==> src/rtl/core/teq_pkg.sv <==
// teq_pkg: shared types and codes for the timed event queue
// no dependencies
`default_nettype none
package teq_pkg;
	typedef enum logic [2:0] {
		CMD_POST = 3'd0,
		CMD_TAKE = 3'd1,
		CMD_QUERY = 3'd2,
		CMD_REMOVE = 3'd3,
		CMD_CLEAR = 3'd4,
		CMD_QUIT = 3'd5
	} cmd_t;

	typedef enum logic [2:0] {
		ST_DONE = 3'd0,
		ST_NO_TARGET = 3'd1,
		ST_FULL = 3'd2,
		ST_NOT_DUE = 3'd3,
		ST_QUITTING = 3'd4
	} status_t;

	typedef enum logic [1:0] {
		OP_HOLD = 2'd0,
		OP_INSERT = 2'd1,
		OP_SHIFT = 2'd2,
		OP_COMPACT = 2'd3
	} cell_op_t;

	// broadcast control from the sequencer to every cell
	typedef struct packed {
		cell_op_t op;
		logic     zero_time;
	} cell_ctl_t;

	typedef enum logic [1:0] {
		S_IDLE = 2'd0,
		S_COMPACT = 2'd1,
		S_OUT = 2'd2
	} seq_state_t;
endpackage
`default_nettype wire

==> src/rtl/core/teq_cell.sv <==
// teq_cell: one slot of the sorted event chain
// depends on teq_pkg
`default_nettype none
module teq_cell import teq_pkg::*; #(
	parameter int TIME_BITS = 48
) (
	input  wire logic                 clk,
	input  wire logic                 arst_n,
	input  wire cell_ctl_t            ctl,
	input  wire logic [TIME_BITS-1:0] new_when,
	input  wire logic [31:0]          new_what,
	input  wire logic [7:0]           new_handler,
	input  wire logic [7:0]           new_tag,
	input  wire logic [31:0]          match_what,
	input  wire logic [7:0]           match_handler,
	// left neighbor (toward head)
	input  wire logic                 prev_valid,
	input  wire logic                 prev_goes_after,
	input  wire logic                 prev_shift,
	input  wire logic [TIME_BITS-1:0] prev_when,
	input  wire logic [31:0]          prev_what,
	input  wire logic [7:0]           prev_handler,
	input  wire logic [7:0]           prev_tag,
	// right neighbor (toward tail)
	input  wire logic                 next_valid,
	input  wire logic [TIME_BITS-1:0] next_when,
	input  wire logic [31:0]          next_what,
	input  wire logic [7:0]           next_handler,
	input  wire logic [7:0]           next_tag,
	input  wire logic                 clear,
	output logic                      valid,
	output logic                      goes_after,
	output logic                      shift,
	output logic                      drop,
	output logic [TIME_BITS-1:0]      when_q,
	output logic [31:0]               what_q,
	output logic [7:0]                handler_q,
	output logic [7:0]                tag_q
);
	logic valid_q;

	assign valid = valid_q;
	// new event lands behind this entry
	assign goes_after = valid_q && !ctl.zero_time && !(new_when < when_q);
	assign drop = valid_q && what_q == match_what && handler_q == match_handler;
	// compaction pass: this cell and all behind the first match move up one
	assign shift = drop || prev_shift;

	// control bit
	always_ff @(posedge clk or negedge arst_n) begin
		if (!arst_n) begin
			valid_q <= 1'b0;
		end else if (clear) begin
			valid_q <= 1'b0;
		end else begin
			unique case (ctl.op)
				OP_INSERT: valid_q <= valid_q || prev_valid;
				OP_SHIFT: valid_q <= next_valid;
				OP_COMPACT: if (shift) valid_q <= next_valid;
				default: valid_q <= valid_q;
			endcase
		end
	end

	// payload moves
	always_ff @(posedge clk) begin
		unique case (ctl.op)
			OP_INSERT: begin
				if (!goes_after) begin
					if (prev_goes_after) begin
						when_q <= new_when;
						what_q <= new_what;
						handler_q <= new_handler;
						tag_q <= new_tag;
					end else if (prev_valid) begin
						when_q <= prev_when;
						what_q <= prev_what;
						handler_q <= prev_handler;
						tag_q <= prev_tag;
					end
				end
			end
			OP_SHIFT: begin
				when_q <= next_when;
				what_q <= next_what;
				handler_q <= next_handler;
				tag_q <= next_tag;
			end
			OP_COMPACT: begin
				if (shift) begin
					when_q <= next_when;
					what_q <= next_what;
					handler_q <= next_handler;
					tag_q <= next_tag;
				end
			end
			default: begin
			end
		endcase
	end
endmodule
`default_nettype wire

==> src/rtl/core/timed_event_queue.sv <==
// timed_event_queue: top level, cell chain plus command sequencer
// depends on teq_pkg and teq_cell
// Sorted queue of timed events held in a chain of cells, head in cell 0.
// Each command is captured at the input transfer, worked in the compaction
// state, where the chain is updated and the result register filled, and
// shown in the output state until the result transfers out. Remove-matching
// stays in the compaction state while matching events remain, since each
// compaction pass moves the chain behind the first match up by one cell.
// One command is worked at a time.
`default_nettype none
module timed_event_queue import teq_pkg::*; #(
	parameter int QUEUE_DEPTH = 16,
	parameter int TIME_BITS = 48
) (
	input  wire logic                 clk,
	input  wire logic                 arst_n,
	input  wire logic                 in_valid,
	output logic                      in_stall,
	input  wire logic [2:0]           cmd,
	input  wire logic [7:0]           msg_tag,
	input  wire logic signed [31:0]   what_code,
	input  wire logic [7:0]           handler_id,
	input  wire logic [TIME_BITS-1:0] when_ms,
	input  wire logic [TIME_BITS-1:0] now_ms,
	output logic                      out_valid,
	input  wire logic                 out_stall,
	output logic [2:0]                status,
	output logic                      found,
	output logic [7:0]                out_tag,
	output logic signed [31:0]        out_what,
	output logic [7:0]                out_handler,
	output logic [47:0]               out_when
);
	localparam int N = QUEUE_DEPTH;

	seq_state_t state_q, state_d;
	cell_ctl_t ctl;
	logic clear;

	// chain taps: entry 0 virtual head, entries 1..N the cells, entry N+1 empty tail
	logic [N+1:0] v;
	logic [N:0] ga, sh;
	logic [TIME_BITS-1:0] cw [N+2];
	logic [31:0] cwh [N+2];
	logic [7:0] ch [N+2];
	logic [7:0] ct [N+2];
	logic [N-1:0] cdr;

	logic [2:0] cmd_q;
	logic [7:0] tag_q, hnd_q;
	logic [31:0] what_q;
	logic [TIME_BITS-1:0] when_q, now_q;
	logic quit_q;
	logic [2:0] status_q;
	logic found_q;
	logic [7:0] otag_q, ohnd_q;
	logic [31:0] owhat_q;
	logic [47:0] owhen_q;
	logic full, take_ok;

	// chain ends: virtual head that every event goes after, empty tail
	assign v[0] = 1'b1;
	assign ga[0] = 1'b1;
	assign sh[0] = 1'b0;
	assign cw[0] = '0;
	assign cwh[0] = '0;
	assign ch[0] = '0;
	assign ct[0] = '0;
	assign v[N+1] = 1'b0;
	assign cw[N+1] = '0;
	assign cwh[N+1] = '0;
	assign ch[N+1] = '0;
	assign ct[N+1] = '0;

	for (genvar g = 0; g < N; g++) begin : g_cell
		teq_cell #(.TIME_BITS(TIME_BITS)) u_cell (
			.clk(clk), .arst_n(arst_n), .ctl(ctl),
			.new_when(when_q), .new_what(what_q), .new_handler(hnd_q),
			.new_tag(tag_q), .match_what(what_q), .match_handler(hnd_q),
			.prev_valid(v[g]), .prev_goes_after(ga[g]), .prev_shift(sh[g]),
			.prev_when(cw[g]), .prev_what(cwh[g]),
			.prev_handler(ch[g]), .prev_tag(ct[g]),
			.next_valid(v[g+2]),
			.next_when(cw[g+2]), .next_what(cwh[g+2]),
			.next_handler(ch[g+2]), .next_tag(ct[g+2]),
			.clear(clear),
			.valid(v[g+1]), .goes_after(ga[g+1]), .shift(sh[g+1]), .drop(cdr[g]),
			.when_q(cw[g+1]), .what_q(cwh[g+1]), .handler_q(ch[g+1]), .tag_q(ct[g+1])
		);
	end

	assign full = v[N];
	assign take_ok = !quit_q && v[1] && !(now_q < cw[1]);

	// command capture
	always_ff @(posedge clk) begin
		if (in_valid && !in_stall) begin
			cmd_q <= cmd;
			tag_q <= msg_tag;
			what_q <= what_code;
			hnd_q <= handler_id;
			when_q <= when_ms;
			now_q <= now_ms;
		end
	end

	// sequencer next state and chain control
	always_comb begin
		state_d = state_q;
		ctl = '{op: OP_HOLD, zero_time: (when_q == '0)};
		clear = 1'b0;
		unique case (state_q)
			S_IDLE: if (in_valid) state_d = S_COMPACT;
			S_COMPACT: begin
				unique case (cmd_q)
					CMD_POST: begin
						if (hnd_q != '0 && !full) ctl.op = OP_INSERT;
						state_d = S_OUT;
					end
					CMD_TAKE: begin
						if (take_ok) ctl.op = OP_SHIFT;
						state_d = S_OUT;
					end
					CMD_REMOVE: begin
						if (|cdr) ctl.op = OP_COMPACT;
						else state_d = S_OUT;
					end
					CMD_CLEAR: begin
						clear = 1'b1;
						state_d = S_OUT;
					end
					default: state_d = S_OUT;
				endcase
			end
			S_OUT: if (!out_stall) state_d = S_IDLE;
			default: state_d = S_IDLE;
		endcase
	end

	always_ff @(posedge clk or negedge arst_n) begin
		if (!arst_n) begin
			state_q <= S_IDLE;
			quit_q <= 1'b0;
		end else begin
			state_q <= state_d;
			if (state_q == S_COMPACT && cmd_q == CMD_QUIT) quit_q <= 1'b1;
		end
	end

	// result register, filled in the compaction state (for remove, on its last pass)
	always_ff @(posedge clk) begin
		if (state_q == S_COMPACT) begin
			if (!(cmd_q == CMD_REMOVE && |cdr)) begin
				status_q <= ST_DONE;
				found_q <= 1'b0;
				otag_q <= '0;
				owhat_q <= '0;
				ohnd_q <= '0;
				owhen_q <= '0;
			end
			unique case (cmd_q)
				CMD_POST: begin
					if (hnd_q == '0) status_q <= ST_NO_TARGET;
					else if (full) status_q <= ST_FULL;
				end
				CMD_TAKE: begin
					if (quit_q) status_q <= ST_QUITTING;
					else if (!take_ok) status_q <= ST_NOT_DUE;
					else begin
						otag_q <= ct[1];
						owhat_q <= cwh[1];
						ohnd_q <= ch[1];
						owhen_q <= 48'(cw[1]);
					end
				end
				CMD_QUERY: found_q <= |cdr;
				default: begin
				end
			endcase
		end
	end

	assign in_stall = state_q != S_IDLE;
	assign out_valid = state_q == S_OUT;
	assign status = status_q;
	assign found = found_q;
	assign out_tag = otag_q;
	assign out_what = owhat_q;
	assign out_handler = ohnd_q;
	assign out_when = owhen_q;
endmodule
`default_nettype wire

==> config.mk <==
export PLATFORM = sky130hd
export DESIGN_NAME = timed_event_queue
export DESIGN_NICKNAME = d
export VERILOG_FILES = /design/src/rtl/core/teq_pkg.sv /design/src/rtl/core/teq_cell.sv /design/src/rtl/core/timed_event_queue.sv
export SDC_FILE = /design/constraint.sdc
export NUM_CORES = 2
export LEC_CHECK = 0
export BUFFER_PORTS_ARGS = -buffer_cell sky130_fd_sc_hd__buf_4
export CAP_MARGIN = 10
export CORE_UTILIZATION = 62
export DETAILED_ROUTE_END_ITERATION = 16
export GPL_TIMING_DRIVEN = 1
export PLACE_DENSITY = 0.79
export SYNTH_ARGS = -nofsm -noshare
export SYNTH_HDL_FRONTEND = slang
export SYNTH_SLANG_ARGS = --single-unit
==> constraint.sdc <==
create_clock -name clk -period 18 [get_ports clk]
set_input_delay 0.9 -clock clk [delete_from_list [all_inputs] [get_ports clk]]
set_output_delay 0.9 -clock clk [all_outputs]
set_load 0.02 [all_outputs]
==> impl_results.md <==
- Hpwl dp: 269 mm
- Largest net degree at the start of global routing: 275
- Total number of vias: 91900
- Mapped Area: 114000 um^2
- Cell-internal power: 7640 uW
- Simple-Gate Fraction of Synth Area: 0.0984
- Status: finished, final reports clean
- Post-synthesis cell type count: 77
- Adder-Cell Fraction of Synth Area: 0.0829
- Final Max Slew Viols: 0
- Clk_lat worst skew: 0.88 ns
- FMAX: 129 MHz
- DP Area: 116000 um^2
- Clk_skew: 0.0425 ns
- Worst slew margin: 0.141
- GRT Resource Usage Total: 0.410
- I/O pin count: 253
- Register area share after synthesis: 0.476
- DR pass1 iterations: 8
- Multiplexer area fraction after synthesis: 0.0847
- Largest family of logic cells by synthesized area: compound AO/OA/AOI/OAI gates
- Initial core utilization: 0.626
- Combinational Power Share: 0.196
- Cells after Synth: 11000
- Gpl congestion: 1.04
- Ys async rst share: 0.0105
- Antenna Nets Post-Route: 0
- I/O Buffers: 252
- Crit path top cell by count: buf_4
- Number of synthesis warnings: 0
- Xor-xnor portion of the synthesized cell area: 0.0491
- H-tree depth: 4
- CTS root buffer: clkbuf_16
- Min cycle time layout: 7.78 ns
- Iter 0 DRT Violations: 13200
- DRC Markers: 0
- Total power density per cell area: 89.8 nW/um^2
- Number of synthesized register bits: 1802
- DRT Wirelength: 388 mm
- Most common flop cell mapped by yosys: edfxtp_1
- Final setup TNS: 0 ns
- Share of layout cells above drive strength 1: 0.0742
- Setup Buffers After CTS: 0
- Mean Syn Cell Area: 10.4 um^2
- Peak VDD IR: 75.7 uV
- Clock-pin slew of the registers on the worst-case setup and hold paths: 0.06 ns
- Die X-Extent: 430 um
- Power consumption: 11000 uW
- Post-Layout Cell Count: 13300
- Number of buffers created by CTS: 196
- Clock power frac: 0.363
- Die Span Y: 430 um
- Setup crit start kind: flip-flop
- Worst path slowest cell: buf_4
- Hold Slack: 0.194 ns
- DR vias/cell: 6.92
- CTS tree: yes
- Placed instance count: 12900
- Syn Nets: 11900
- Net Sw Power: 3370 uW
- Hold Path Class: in2reg
- RSZ-0062 raised after global routing: no
- Critical path capture point type: flip-flop
- Global route overflow: 0
- Hold Fails Final Rpt: 0
- Clock Sinks: 1802
- Final #Nets: 11700
- Max-cap violations: 0
- Initial antenna violation count: 8
- Buf+Inv Stages, Crit Path: 6
- Max clock buf depth: 3
- Post-synth EDFFs: 1783
- Sequential Power Share: 0.440
- CP required: 18.56 ns
- First-pass GRT wire length: 571 mm
- Design Area, Final: 123000 um^2
- Synth Area in Compound Gates: 0.147
- Die footprint: 185000 um^2
- Critical path arrival: 8.34 ns
- Endpoints failing setup: 0
- Rows: 156
- CP max stage delay: 0.92 ns
- Layout area overhead: 7.98%
- Final Cycle Share: 0.432
- Sw Ratio: 0.306
- Vias in the first global route: 89000
- Crit-path max FO: 260
- Crit-path cells: buf_4, xnor2_1, nand4_1, nor4_1, nand4_1, o311ai_1, buf_4, or2_2, o21ai_2, a21oi_4, buf_4, buf_12, buf_12, buf_4, o21ai_0
- Placeable Area: 181000 um^2
- Worst-margin pin slew: 1.26 ns
- Kind of critical path: reg2reg
- Leakage: 0.0497 uW
- Delay-heaviest family, CP: buffers and inverters
- Drt wl/cell: 29.2 um
final timing paths:
kind	endpoint	start	slack, ns	cells after the start
min in group asynchronous	state_q[1]	arst_n	0.47	2
hold reg to reg	quit_q	quit_q	0.51	1
setup reg to reg	g_cell[1].u_cell.when_q[21]	what_q[25]	10.22	15
setup / recovery	g_cell[1].u_cell.when_q[21]	what_q[25]	10.22	15
max in group asynchronous	g_cell[14].u_cell.valid	arst_n	17.25	2
hold / removal	when_q[0]	when_ms[0]	0.19	1
cells in the mapped netlist, types with 6 or more instances:
cell type	n	area share
a2111oi_0	19	0.0015
a22o_1	54	0.0042
and3_1	15	0.00083
dfrtp_1	19	0.0042
buf_2	201	0.0089
nand2_1	1201	0.040
xor2_1	74	0.0057
inv_1	787	0.026
nor2b_1	36	0.0020
buf_1	16	0.00053
buf_6	48	0.0048
or2_2	11	0.00061
or3_1	10	0.00055
o31ai_1	15	0.00099
nand3_1	81	0.0036
o2111ai_1	11	0.00085
clkbuf_1	516	0.017
o41ai_1	9	0.00069
mux2i_1	960	0.085
and2_1	11	0.00061
o211ai_1	23	0.0015
nand2b_1	54	0.0030
o21ai_0	918	0.040
o21ai_1	80	0.0035
ha_1	752	0.083
nor4b_1	7	0.00054
a21oi_1	821	0.036
or3b_2	6	0.00046
a211oi_1	31	0.0021
nor3_1	80	0.0035
o221ai_1	10	0.00077
nor4_1	95	0.0052
edfxtp_1	1783	0.47
xnor2_1	562	0.043
a21o_1	206	0.014
o21a_1	19	0.0013
and4_1	12	0.00093
or4_1	11	0.00073
nand4_1	405	0.022
o31a_1	8	0.00062
a211o_1	8	0.00062
a221oi_1	435	0.034
nor2_1	391	0.013
a31oi_1	15	0.00083
buf_4	66	0.0044
flip-flops by register name (all words and copies together) (netlist names), 16 cells and up:
name	count
g_cell.u_cell.when_q	768
when_q	48
out_what	32
g_cell.u_cell.what_q	512
what_q	32
out_when	48
g_cell.u_cell.handler_q	128
g_cell.u_cell.valid	16
g_cell.u_cell.tag_q	128
now_q	48
layout by cell type (no fill, tap or decap), types with 23 or more instances in the layout:
master and count:
ha_1 752, nand2_1 1197, nand4_1 405, xnor2_1 562, a22o_1 49, clkbuf_16 197
a21o_1 204, o211ai_1 23, a21oi_1 814, clkinv_1 40, mux2i_1 960, nor3_1 78
nor4_1 94, nor2b_1 36, nand3_1 79, clkbuf_1 45, o21ai_1 78, buf_4 445
a221oi_1 435, nor2_1 390, edfxtp_1 1783, xor2_1 74, nand2b_1 54, a211oi_1 29
clkinv_2 39, inv_1 785, o21ai_0 915
worst reg2reg max path, cell delays in order (launching register included):
cell	delay, ns
edfxtp_1	0.66
buf_4	0.56
xnor2_1	0.23
nand4_1	0.12
nor4_1	0.43
nand4_1	0.58
o311ai_1	0.29
buf_4	0.20
or2_2	0.22
o21ai_2	0.11
a21oi_4	0.16
buf_4	0.78
buf_12	0.83
buf_12	0.85
buf_4	1.16
o21ai_0	0.28
what timing repair did:
item	in CTS	in global routing
gates resized for setup	0	0
endpoints found under the setup margin	0	0
hold buffers	1	0
endpoints found under the hold margin	19	0
power by group through the flow:
stage	Combinational, uW	Clock [uW]	Sequential (uW)
6_report	2160	4000	4840
2_1_floorplan	1200	0	5020
3_5_place_dp	2070	0	4930
3_3_place_gp	2010	0	4920
5_1_grt	2270	4140	4850
4_1_cts	2090	3990	4840
routing by layer:
layer / vias to the layer above / GRT usage / wire length (um)
li1: 40000 / - / -
met1: 44800 / 0.540 / 146000
met2: 5988 / 0.622 / 172000
met3: 1126 / 0.100 / 45100
met4: 4 / 0.228 / 24700
met5: - / 0 / 37
logic make-up (layout without fill, tap and decap cells):
group / Yosys count / in the layout
mux: 960 / 960
other cells: 0 / 2
simple gates: 2437 / 2437
xor+xnor: 636 / 636
buf+inv: 1634 / 1601
flops: 1802 / 1802
compound gates: 2732 / 2732
fa+ha+maj: 752 / 752
through the flow:
step	worst slack, ns	util
finish	10.22	0.676
global route	9.97	0.676
CTS	10.50	0.676
detailed placement	10.51	0.642
global placement	10.71	0.642
floorplan	7.52	-
final cells by class:
type / instances / area [um^2]
fillers: 13900 / 58800
flip-flops and latches: 1802 / 54000
multi-input cells: 7517 / 52900
clock buffers: 245 / 5140
repair buffers: 459 / 3610
well taps: 2370 / 2970
inverters: 787 / 2960
clock inverters: 110 / 931
diodes: 2 / 5.00
(Power assumes the default switching activity.)
